--- src/rtl/order_statistic_set_core_assert.svh ---
`ifndef ORDER_STATISTIC_SET_CORE_ASSERT_SVH
`define ORDER_STATISTIC_SET_CORE_ASSERT_SVH

// Same-cycle implication, sampled on clk, off while rst_n is low.
`define OSS_CHECK(lbl, ante, cons) \
    lbl: assert property (@(posedge clk) disable iff (!rst_n) (ante) |-> (cons)) \
        else $error("order statistic set check failed");

// Next-cycle implication, sampled on clk, off while rst_n is low.
`define OSS_CHECK_NEXT(lbl, ante, cons) \
    lbl: assert property (@(posedge clk) disable iff (!rst_n) (ante) |=> (cons)) \
        else $error("order statistic set check failed");

`endif

--- src/rtl/oss_pkg.sv ---
package oss_pkg;

    localparam int CAPACITY   = 1024;
    localparam int KEY_BITS   = 32;

    localparam int OP_W       = 2;
    localparam int KEY_IN_W   = 32;
    localparam int RANK_W     = 11;
    localparam int VALUE_W    = 32;
    localparam int STATUS_W   = 3;
    localparam int COUNT_W    = 11;

    localparam int IDX_BITS   = (CAPACITY > 1) ? $clog2(CAPACITY) : 1;
    localparam int CNT_BITS   = $clog2(CAPACITY + 1);
    localparam int CMP_W      = (RANK_W > CNT_BITS) ? RANK_W : CNT_BITS;

    localparam int RADIX_BITS  = 4;
    localparam int RADIX       = 1 << RADIX_BITS;
    localparam int TREE_LEVELS = (IDX_BITS + RADIX_BITS - 1) / RADIX_BITS;
    localparam int TREE_PAD    = 1 << (RADIX_BITS * TREE_LEVELS);

    typedef enum logic [OP_W-1:0] {
        OP_INSERT = 2'd0,
        OP_DELETE = 2'd1,
        OP_QUERY  = 2'd2,
        OP_NONE   = 2'd3
    } op_t;

    typedef enum logic [STATUS_W-1:0] {
        ST_OK     = 3'd0,
        ST_DUP    = 3'd1,
        ST_ABSENT = 3'd2,
        ST_FULL   = 3'd3,
        ST_RANK   = 3'd4
    } status_t;

    typedef logic signed [KEY_BITS-1:0] key_t;

    typedef struct packed {
        logic hit;
        key_t qv;
    } node_t;

    typedef struct packed {
        logic                cmp;
        logic                ins;
        logic                del;
        key_t                b;
        logic [IDX_BITS-1:0] tgt;
        logic [CNT_BITS-1:0] cnt;
    } cell_ctl_t;

    function automatic int lvl_off(input int l);
        int s;
        s = 0;
        for (int j = 1; j < l; j++)
        begin
            s = s + (TREE_PAD >> (RADIX_BITS * j));
        end
        return s;
    endfunction

    localparam int TREE_NODES = lvl_off(TREE_LEVELS + 1);

    function automatic key_t key_of(input logic [KEY_IN_W-1:0] d);
        key_t k;
        for (int i = 0; i < KEY_BITS; i++)
        begin
            k[i] = (i < KEY_IN_W) ? d[i % KEY_IN_W] : 1'b0;
        end
        return k;
    endfunction

    function automatic logic signed [VALUE_W-1:0] value_of(input key_t k);
        logic signed [VALUE_W-1:0] v;
        for (int j = 0; j < VALUE_W; j++)
        begin
            v[j] = (j < KEY_BITS) ? k[j % KEY_BITS] : k[KEY_BITS-1];
        end
        return v;
    endfunction

endpackage

--- src/rtl/oss_cell.sv ---
module oss_cell
    import oss_pkg::*;
(
    input  logic                clk,
    input  cell_ctl_t           ctl,
    input  logic [IDX_BITS-1:0] idx,
    input  key_t                left_key,
    input  logic                left_lt,
    input  key_t                right_key,
    output key_t                key,
    output logic                lt,
    output node_t               leaf
);

    key_t  key_reg;
    logic  lt_reg;
    node_t leaf_reg;
    logic  valid;

    assign valid = CNT_BITS'(idx) < ctl.cnt;

    always_ff @(posedge clk)
    begin
        if (ctl.cmp)
        begin
            lt_reg        <= valid && (key_reg < ctl.b);
            leaf_reg.hit  <= valid && (key_reg == ctl.b);
            leaf_reg.qv   <= (valid && (idx == ctl.tgt)) ? key_reg : '0;
        end
        if (ctl.ins && !lt_reg)
        begin
            key_reg <= left_lt ? ctl.b : left_key;
        end
        else if (ctl.del && !lt_reg)
        begin
            key_reg <= right_key;
        end
    end

    assign key  = key_reg;
    assign lt   = lt_reg;
    assign leaf = leaf_reg;

endmodule

--- config.mk ---
export PLATFORM = sky130hd
export DESIGN_NAME = oss_cell
export DESIGN_NICKNAME = d
export VERILOG_FILES = /design/src/rtl/order_statistic_set_core_assert.svh /design/src/rtl/oss_pkg.sv /design/src/rtl/oss_cell.sv
export SDC_FILE = /design/constraint.sdc
export NUM_CORES = 1
export LEC_CHECK = 0
export ABC_AREA = 1
export BUFFER_PORTS_ARGS = -buffer_cell sky130_fd_sc_hd__buf_2
export CORE_MARGIN = 1
export CORE_UTILIZATION = 47
export CTS_CLUSTER_DIAMETER = 200
export DETAILED_ROUTE_END_ITERATION = 7
export PLACE_DENSITY = 0.85
export REMOVE_ABC_BUFFERS = 1
export SETUP_SLACK_MARGIN = 0.5
export SLEW_MARGIN = 10
export SYNTH_ARGS = -nofsm -noshare
export SYNTH_HDL_FRONTEND = slang
export SYNTH_SLANG_ARGS = --single-unit
--- constraint.sdc ---
create_clock -name clk -period 3.25 [get_ports clk]
set_clock_uncertainty 0.15 [all_clocks]
set_input_delay 0.65 -clock clk [delete_from_list [all_inputs] [get_ports clk]]
set_output_delay 0.65 -clock clk [all_outputs]
set_load 0.03 [all_outputs]
==> impl_metrics.env, run 1 <==
export IMPL_status="completed"
export IMPL_synth_seq_cells=66
export IMPL_r2r_end="lt"
export IMPL_cts_tree="done"
export IMPL_largest_reg_flops=33
export IMPL_synthToLayoutAreaGrowth_pct=30.5
export IMPL_synth_top_area_frac=0.468
export IMPL_synth_edff_count=66
export IMPL_finalInstanceArea_mm2=0.00553
export IMPL_critPathLaunchType="input pin"
export IMPL_setup_viol=0
export IMPL_gp_congestion=0.864
export IMPL_hold_start="key[0]"
export IMPL_netlist_top_cells_area="edfxtp_1, ha_1, nand2_1"
export IMPL_rsz0062_at_grt="no"
export IMPL_boundaryPins=198
export IMPL_fin_cells=797
export IMPL_fillers=734
export IMPL_max_freq_ghz=0.444
export IMPL_diodes=0
export IMPL_place_area_mm2=0.00535
export IMPL_die_w_um=97.0
export IMPL_syn_area_per_cell_um2=8.70
export IMPL_grt_max_degree=49
export IMPL_clk_pin_slew_ns=0.07
export IMPL_grt_overflow=0
export IMPL_crit_path_end_kind="register"
export IMPL_drive_above_1_share=0.370
export IMPL_fin_crit_ns=2.25
export IMPL_drt_iter0_markers=174
export IMPL_core_area_mm2=0.00872
export IMPL_cts_resized=0
export IMPL_finalHoldViolCount=0
export IMPL_vias=3963
export IMPL_portBuffers=197
export IMPL_dp_cells=781
export IMPL_grt_usage=0.247
export IMPL_seqCellArea_mm2=0.00198
export IMPL_layout_nets=857
export IMPL_wirelength_mm=10.9
export IMPL_grt_pass1_vias=4169
export IMPL_hp_class="register to register"
export IMPL_drt_pass1_iter_count=5
export IMPL_cap_violations=0
export IMPL_crit_arrival_ns=2.17
export IMPL_drc_errors=0
export IMPL_cts_htree_levels=3
export IMPL_cp_data_required_time_ns=3.17
export IMPL_final_antenna_net_count=0
export IMPL_syn_area_mm2=0.00424
export IMPL_reg2regPathDepth=10
export IMPL_relSlewSlack=0.462
export IMPL_whs_path_depth=2
export IMPL_dp_hpwl_mm=8.35
export IMPL_cp_max_fo=32
export IMPL_tightest_slew_ns=0.807
export IMPL_clkLatencyLatePin_ns=0.33
export IMPL_setup_tns_ns=0
export IMPL_power_density_mw_per_mm2=443
export IMPL_start_util=0.486
export IMPL_fin_crit_sh=0.694
export IMPL_hold_buffers=0
export IMPL_r2r_start="key[11]"
export IMPL_multi_input_comb_area_mm2=0.00186
export IMPL_grt_pass1_wl_mm=18.6
export IMPL_cts_setup_buffers=0
export IMPL_num_rows=34
export IMPL_final_max_slew_viol_count=0
export IMPL_die_area_mm2=0.00940
export IMPL_ys_warn_count=0
export IMPL_numCtsBuffers=9
export IMPL_synthMostInstantiatedCell="nand2_1"
export IMPL_synth_commonest_cells="nand2_1, inv_1, edfxtp_1"
export IMPL_cts_sinks=66
export IMPL_syn_instance_count=487
export IMPL_antenna_found_initial=0
export IMPL_reg2reg_setup_slack_ns=1.25
export IMPL_synth_top_area_cell="edfxtp_1"
export IMPL_synthFlopType="edfxtp_1"
export IMPL_peakVddDrop_uv=238
export IMPL_routed_via_density=4.97
export IMPL_synth_cell_types=25
export IMPL_synth_seq_area_share=0.468
export IMPL_clockBufferDepth=2
export IMPL_wl_per_cell_um=13.7
export IMPL_criticalPathCategory="input pin to register"
export IMPL_hold_path_end="leaf[0]"
export IMPL_async_reset_ff_frac=0
export IMPL_cts_root_buf="clkbuf_8"
export IMPL_fp_dieH_um=97.0
export IMPL_p_leak_uw=0.00290
-- per-stage QoR --
stage	setup slack [ns]	hold slack (ns)	total power [uW]	utilization
2_1_floorplan	0.599	0.612	1530	-
3_3_place_gp	0.800	0.432	1780	0.614
3_5_place_dp	0.689	0.445	1810	0.614
4_1_cts	1.04	0.462	2460	0.634
5_1_grt	0.875	0.500	2590	0.634
6_report	0.996	0.459	2450	0.634
-- worst max-delay path, stage by stage --
cell	delay [ns]
buf_2	0.12
ha_1	0.32
nand2_1	0.09
nor3_1	0.21
nand3_1	0.11
a21oi_2	0.14
nor2_1	0.09
nand3_2	0.10
buf_12	0.25
nor2_1	0.07
-- power breakdown --
part / switching [uW] / internal, uW / total (uW)
logic: 455 / 244 / 699
registers: 51.2 / 1040 / 1090
clock network: 308 / 354 / 662
-- kinds of logic (layout without fill, tap and decap cells) --
| family | Yosys count | count (layout) | synth area share |
|---|---|---|---|
| XOR/XNOR | 5 | 5 | 0.0103 |
| adder cells (fa/ha/maj) | 41 | 41 | 0.121 |
| buffers and inverters | 103 | 305 | 0.0965 |
| flip-flops | 66 | 66 | 0.468 |
| AND/OR/NAND/NOR | 216 | 216 | 0.226 |
| AO/OA/AOI/OAI | 56 | 56 | 0.0782 |
-- metal layers --
layer  share of wire  up-vias  track usage
li1                -     1975            -
met1            0.40     1795        0.277
met2            0.51      167        0.444
met3           0.068       26       0.0535
met4           0.027        0        0.116
met5               0        -            0
-- layout by cell type (no fill, tap or decap), drive strengths merged --
| master | n |
|---|---|
| buf | 202 |
| nand2 | 112 |
| or2 | 5 |
| nor4 | 1 |
| o21ai | 3 |
| edfxtp | 66 |
| a21o | 1 |
| bufinv | 1 |
| a31oi | 32 |
| nor3 | 3 |
| o211ai | 1 |
| xor2 | 2 |
| nand4 | 4 |
| inv | 87 |
| a21oi | 18 |
| o21a | 1 |
| xnor2 | 3 |
| clkinv | 2 |
| nor2 | 83 |
| clkbuf | 13 |
| nand3 | 8 |
| ha | 41 |
-- area by class of cell --
class	count	share of cell area
multi-input cells	318	0.336
clock buffers	13	0.0251
flip-flops and latches	66	0.358
repair buffers	202	0.190
well taps	108	0.0244
inverters	87	0.0590
clock inverters	3	0.00724
-- worst max-delay path by stage --
| stage | start | depth (start not counted) | slack, ns | end |
|---|---|---|---|---|
| 6_report | idx[6] | 10 | 1.0 | leaf[5] |
| 3_5_place_dp | idx[6] | 10 | 0.69 | leaf[5] |
| 3_3_place_gp | idx[8] | 10 | 0.80 | leaf[4] |
| 5_1_grt | ctl[6] | 11 | 0.88 | leaf[5] |
| 4_1_cts | idx[6] | 10 | 1.04 | leaf[5] |
| 2_1_floorplan | ctl[4] | 9 | 0.60 | leaf[4] |
Note: power is estimated with default switching activity, not from simulation.
==> inputs of run 2 (changes only) <==
--- a/config.mk
+++ b/config.mk
@@ -5,13 +5,13 @@
 export SDC_FILE = /design/constraint.sdc
 export NUM_CORES = 1
 export LEC_CHECK = 0
-export ABC_AREA = 1
+export ABC_AREA = 0
 export BUFFER_PORTS_ARGS = -buffer_cell sky130_fd_sc_hd__buf_2
 export CORE_MARGIN = 1
-export CORE_UTILIZATION = 47
+export CORE_UTILIZATION = 42
 export CTS_CLUSTER_DIAMETER = 200
 export DETAILED_ROUTE_END_ITERATION = 7
-export PLACE_DENSITY = 0.85
+export PLACE_DENSITY = 0.81
 export REMOVE_ABC_BUFFERS = 1
 export SETUP_SLACK_MARGIN = 0.5
 export SLEW_MARGIN = 10
==> constraint.sdc (replaced) <==
create_clock -name clk -period 1.88 [get_ports clk]
set_clock_uncertainty 0.15 [all_clocks]
set_input_delay 0.376 -clock clk [delete_from_list [all_inputs] [get_ports clk]]
set_output_delay 0.376 -clock clk [all_outputs]
set_load 0.03 [all_outputs]
==> run 2 against run 1 <==
  * The flow now finishes with violations (negative setup slack)
  * Non-clock buffer count rose by 91
  * Routed wire length increased by 44%
  * Synthesized cell count down 23%
  * Sequential share of layout area fell by 9.7 points
  * Clock power increased by 74%
  * Power up 120%
  * Via count is 4.4% higher
  * Largest power group is now combinational cells
==> impl_metrics.env, run 2 <==
export IMPL_layout_commonest_cell="buf_2"
export IMPL_criticalPathCategory="register to register"
export IMPL_setup_slack_ns=-0.302
export IMPL_wl_per_cell_um=19.7
export IMPL_synth_commonest_cells="edfxtp_1, ha_1, inv_1"
export IMPL_die_w_um=100
export IMPL_cts_root_buf="clkbuf_8"
export IMPL_hp_class="input pin to register"
export IMPL_grt_overflow=0
export IMPL_power_frac_clock=0.218
export IMPL_dp_hpwl_mm=8.57
export IMPL_grt_max_degree=33
export IMPL_tightest_slew_ns=0.389
export IMPL_finalPower_uw=5280
export IMPL_fin_crit_ns=2.18
export IMPL_die_area_mm2=0.0101
export IMPL_hold_start="right_key[17]"
export IMPL_cts_tree="done"
export IMPL_dp_slack_ns=-0.553
export IMPL_num_rows=35
export IMPL_crit_path_end_kind="register"
export IMPL_diodes=0
export IMPL_r2r_end="lt"
export IMPL_synthFlopType="edfxtp_1"
export IMPL_synthMostInstantiatedCell="edfxtp_1"
export IMPL_grt_pass1_wl_mm=22.7
export IMPL_vias=4136
export IMPL_drt_pass1_iter_count=4
export IMPL_peakVddDrop_uv=403
export IMPL_place_area_mm2=0.00560
export IMPL_grt_usage=0.305
export IMPL_syn_instance_count=376
export IMPL_clkLatencyLatePin_ns=0.34
export IMPL_synth_top_area_cell="edfxtp_1"
export IMPL_dr_wl_met3_um=738
export IMPL_cp_max_fo=3
export IMPL_gp_congestion=0.875
export IMPL_synth_seq_area_share=0.488
export IMPL_ys_warn_count=0
export IMPL_fin_crit_sh=1.16
export IMPL_portBuffers=197
export IMPL_m1WireLength_mm=5.88
export IMPL_dp_cells=742
export IMPL_max_freq_ghz=0.458
export IMPL_boundaryPins=198
export IMPL_clk_pin_slew_ns=0.08
export IMPL_layout_common_cells="buf_2, buf_6, edfxtp_1, inv_1, buf_4"
export IMPL_hold_buffers=0
export IMPL_largest_reg_flops=33
export IMPL_cts_sinks=66
export IMPL_synth_top_area_frac=0.488
export IMPL_start_util=0.436
export IMPL_fin_cells=798
export IMPL_antenna_found_initial=0
export IMPL_reg2regPathDepth=7
export IMPL_routed_via_density=5.18
export IMPL_p_comb_frac=0.422
export IMPL_cts_htree_levels=3
export IMPL_wl_met2_mm=8.56
export IMPL_drt_iter0_markers=110
export IMPL_layout_nets=839
export IMPL_synthToLayoutAreaGrowth_pct=86.7
export IMPL_drc_errors=0
export IMPL_cap_violations=0
export IMPL_power_density_mw_per_mm2=696
export IMPL_dr_max_layer_used="met4"
export IMPL_whs_path_depth=3
export IMPL_hold_path_end="key[17]"
export IMPL_share_seq_of_total_power=0.360
export IMPL_r2r_start="key[27]"
export IMPL_drive_above_1_share=0.646
export IMPL_internal_power_uw=3510
export IMPL_synth_edff_count=66
export IMPL_cp_data_required_time_ns=1.82
export IMPL_crit_arrival_ns=2.12
export IMPL_critPathLaunchType="register"
export IMPL_syn_area_mm2=0.00406
export IMPL_final_max_slew_viol_count=0
export IMPL_async_reset_ff_frac=0
export IMPL_wirelength_mm=15.7
export IMPL_finalHoldViolCount=0
export IMPL_switching_share=0.335
export IMPL_violations="negative setup slack"
export IMPL_reg2reg_setup_slack_ns=-0.30
export IMPL_netlist_top_cells_area="edfxtp_1, ha_1, mux2i_1"
export IMPL_status="finished with violations"
export IMPL_setup_viol=32
export IMPL_core_area_mm2=0.00933
export IMPL_rsz0062_at_grt="yes"
export IMPL_synth_seq_cells=66
export IMPL_synth_cell_types=29
export IMPL_grt_pass1_vias=4528
export IMPL_p_leak_uw=0.00362
export IMPL_fp_dieH_um=100
export IMPL_syn_area_per_cell_um2=10.8
export IMPL_finalInstanceArea_mm2=0.00759
export IMPL_relSlewSlack=0.741
export IMPL_final_antenna_net_count=0
export IMPL_clockBufferDepth=2
export IMPL_p_switching_uw=1770
export IMPL_numCtsBuffers=9
## run 2: stage by stage
step | hold WS (ns) | setup TNS (ns) | util
4_1_cts | 0.160 | -0.343 | 0.768
3_5_place_dp | 0.453 | -16.52 | 0.600
3_3_place_gp | 0.430 | -14.01 | 0.600
2_1_floorplan | 0.338 | -45.48 | -
6_report | 0.167 | -3.82 | 0.814
5_1_grt | 0.167 | -6.38 | 0.814
## run 2: worst max-delay path: stages (launching register included)
cell and delay [ns]:
edfxtp_1 0.47, ha_4 0.32, nand4_1 0.16, nand2b_4 0.19
nor2_4 0.10, nor2_1 0.05, a21oi_1 0.15, mux2_2 0.35
## run 2: logic make-up (layout without fill, tap and decap cells)
family          Yosys count  count (layout)  share of synthesized area
mux                      33              33                     0.0816
xor+xnor                 10              10                     0.0216
flops                    66              66                      0.488
compound gates           67              67                     0.0936
buf+inv                  55             348                     0.0573
fa+ha+maj                41              41                      0.126
simple gates            104             104                      0.132
## run 2: final cells by class
class / instances / area (um^2)
repair buffers: 293 / 2600
multi-input cells: 255 / 2520
flip-flops and latches: 66 / 1980
fillers: 541 / 1740
well taps: 129 / 161
inverters: 41 / 159
clock buffers: 9 / 124
clock inverters: 5 / 47.5
## run 2: timing repair
action / in CTS / in global routing
gates cloned: 8 / 2
setup endpoints to repair: 132 / 164
hold endpoints to repair: 0 / 0
gates resized for setup: 345 / 58
setup buffers: 15 / 17
pin swaps: 95 / 16
## run 2: worst max path at each step
stage / cells past startpoint / from / to
after floorplan: 1 / lt / key[0]
after global routing: 7 / key[27] / lt
after CTS: 6 / key[13] / lt
after detailed placement: 8 / ctl[34] / lt
final: 7 / key[27] / lt
after global placement: 8 / ctl[34] / lt
## run 2: layer usage
metal / global-route usage / vias up
li1: - / 1924
met1: 0.323 / 1994
met2: 0.573 / 174
met3: 0.0585 / 44
met4: 0.154 / 0
met5: 0 / -
## run 2: power groups by stage
stage	logic, uW	registers, uW	clock network [uW]
after global routing	2360	1910	1220
after detailed placement	1350	1890	0
after CTS	1950	1900	1150
after floorplan	422	2150	0
final	2230	1900	1150
after global placement	1300	1880	0
==> inputs of run 3 (changes only) <==
--- a/config.mk
+++ b/config.mk
@@ -8,13 +8,12 @@
 export ABC_AREA = 0
 export BUFFER_PORTS_ARGS = -buffer_cell sky130_fd_sc_hd__buf_2
 export CORE_MARGIN = 1
-export CORE_UTILIZATION = 42
+export CORE_UTILIZATION = 32
 export CTS_CLUSTER_DIAMETER = 200
 export DETAILED_ROUTE_END_ITERATION = 7
-export PLACE_DENSITY = 0.81
+export PLACE_DENSITY = 0.65
 export REMOVE_ABC_BUFFERS = 1
 export SETUP_SLACK_MARGIN = 0.5
-export SLEW_MARGIN = 10
 export SYNTH_ARGS = -nofsm -noshare
 export SYNTH_HDL_FRONTEND = slang
 export SYNTH_SLANG_ARGS = --single-unit
==> run 3 against run 2 <==
  * Cell area is 0.61% lower
  * Register-to-register slack hardly changed
  * The flow still finishes with violations (negative setup slack)
  * Combinational power is 6% lower
  * Die area is 31% higher
==> impl_metrics.env, run 3 (synthesis results as in run 2) <==
export IMPL_status="finished with violations"
export IMPL_violations="negative setup slack"
export IMPL_dp_cells=784
export IMPL_p_comb_frac=0.374
export IMPL_fin_cells=829
export IMPL_fin_crit_sh=1.16
export IMPL_reg2reg_setup_slack_ns=-0.30
export IMPL_dp_hpwl_mm=8.61
export IMPL_reg2regPathDepth=7
export IMPL_hold_buffers=0
export IMPL_internal_power_uw=3880
export IMPL_fin_crit_ns=2.18
export IMPL_fp_dieH_um=115
export IMPL_drt_iter0_markers=137
export IMPL_antenna_found_initial=1
export IMPL_routed_via_density=4.71
export IMPL_num_rows=40
export IMPL_layout_nets=830
export IMPL_clockBufferDepth=2
export IMPL_clk_pin_slew_ns=0.06
export IMPL_drive_above_1_share=0.607
export IMPL_drc_errors=0
export IMPL_synthToLayoutAreaGrowth_pct=85.6
export IMPL_relSlewSlack=0.780
export IMPL_final_antenna_net_count=0
export IMPL_switching_share=0.305
export IMPL_layout_common_cells="buf_2, buf_6, edfxtp_1, inv_1"
export IMPL_worstPathCellList="ha_4 -> buf_6 -> nand4_1 -> nor2_2 -> o21ai_2 -> a21oi_1 -> mux2_2"
export IMPL_diodes=0
export IMPL_share_seq_of_total_power=0.338
export IMPL_drt_pass1_iter_count=4
export IMPL_grt_pass1_vias=4103
export IMPL_power_frac_clock=0.287
export IMPL_cap_violations=0
export IMPL_grt_overflow=0
export IMPL_whs_path_depth=3
export IMPL_critPathLaunchType="register"
export IMPL_cp_max_fo=2
export IMPL_vias=3905
export IMPL_grt_pass1_wl_mm=20.0
export IMPL_criticalPathCategory="register to register"
export IMPL_boundaryPins=198
export IMPL_cts_sinks=66
export IMPL_final_max_slew_viol_count=0
export IMPL_numCtsBuffers=9
export IMPL_crit_path_end_kind="register"
export IMPL_cp_data_required_time_ns=1.81
export IMPL_p_switching_uw=1700
export IMPL_max_freq_ghz=0.458
export IMPL_power_density_mw_per_mm2=740
export IMPL_setup_viol=22
export IMPL_cts_htree_levels=3
export IMPL_cts_tree="done"
export IMPL_crit_arrival_ns=2.11
export IMPL_wirelength_mm=13.4
export IMPL_grt_usage=0.202
export IMPL_die_w_um=115
export IMPL_layout_commonest_cell="buf_2"
export IMPL_hp_class="input pin to register"
export IMPL_tightest_slew_ns=0.329
export IMPL_peakVddDrop_uv=338
export IMPL_p_leak_uw=0.00360
export IMPL_setup_slack_ns=-0.303
export IMPL_critPathMaxStageDelay_ns=0.43
export IMPL_largest_reg_flops=33
export IMPL_gp_congestion=0.766
export IMPL_slowest_stage="edfxtp_1"
export IMPL_clkLatencyLatePin_ns=0.33
export IMPL_core_area_mm2=0.0122
export IMPL_rsz0062_at_grt="yes"
export IMPL_cts_root_buf="clkbuf_16"
export IMPL_portBuffers=197
export IMPL_grt_max_degree=35
export IMPL_die_area_mm2=0.0132
export IMPL_start_util=0.333
export IMPL_final_util=0.618
export IMPL_wl_per_cell_um=16.2
export IMPL_finalHoldViolCount=0
run 3: power by group through the flow:
stage / logic [uW] / clock network [uW] / registers [uW]
2_1_floorplan: 422 / 0 / 2150
3_3_place_gp: 1330 / 0 / 1880
3_5_place_dp: 1360 / 0 / 1890
4_1_cts: 1910 / 1630 / 1890
5_1_grt: 2230 / 1690 / 1900
6_report: 2090 / 1600 / 1890
run 3: metrics by stage:
stage / total power [uW] / cell area (um^2) / setup TNS [ns] / hold slack [ns] / worst slack, ns
6_report: 5580 / 7540 / -1.54 / 0.188 / -0.303
5_1_grt: 5820 / 7540 / -4.29 / 0.187 / -0.390
4_1_cts: 5420 / 7170 / -0.982 / 0.172 / -0.306
3_5_place_dp: 3250 / 5690 / -17.72 / 0.439 / -0.637
3_3_place_gp: 3220 / 5690 / -15.56 / 0.430 / -0.583
2_1_floorplan: 2570 / 3990 / -45.48 / 0.338 / -0.647
run 3: area by class of cell:
class	instances	area, um^2
Fill cell	957	4670
Timing Repair Buffer	284	2510
Multi-Input combinational cell	255	2410
Sequential cell	66	1980
Clock buffer	11	233
Tap cell	168	210
Inverter	41	156
Clock inverter	4	43.8
run 3: worst paths after layout:
path / end / startpoint
setup reg to reg: lt / key[13]
setup / recovery: lt / key[13]
hold / removal: key[17] / right_key[17]
hold reg to reg: leaf[11] / key[11]
run 3: routing by layer:
metal / up-vias / part of all wire / global-route usage
met2: 140 / 0.52 / 0.367
met5: - / 0.00074 / 0
li1: 1902 / - / -
met4: 2 / 0.021 / 0.0848
met1: 1837 / 0.40 / 0.230
met3: 24 / 0.048 / 0.0402
run 3: worst max-delay path, delay by kind of cell, from the launching register on:
family | cells | cell delay, ns
and+or+nand+nor | 2 | 0.38
muxes | 1 | 0.34
buffers and inverters | 1 | 0.08
AOI/OAI and AO/OA | 2 | 0.24
DFF | 1 | 0.43
adders and majority gates | 1 | 0.30
run 3: timing repair:
action / 4_1_cts / 5_1_grt
buffers inserted: 10 / 10
resized for setup: 292 / 65
setup endpoints to repair: 132 / 164
pin swaps: 58 / 21
gates cloned: 8 / 2
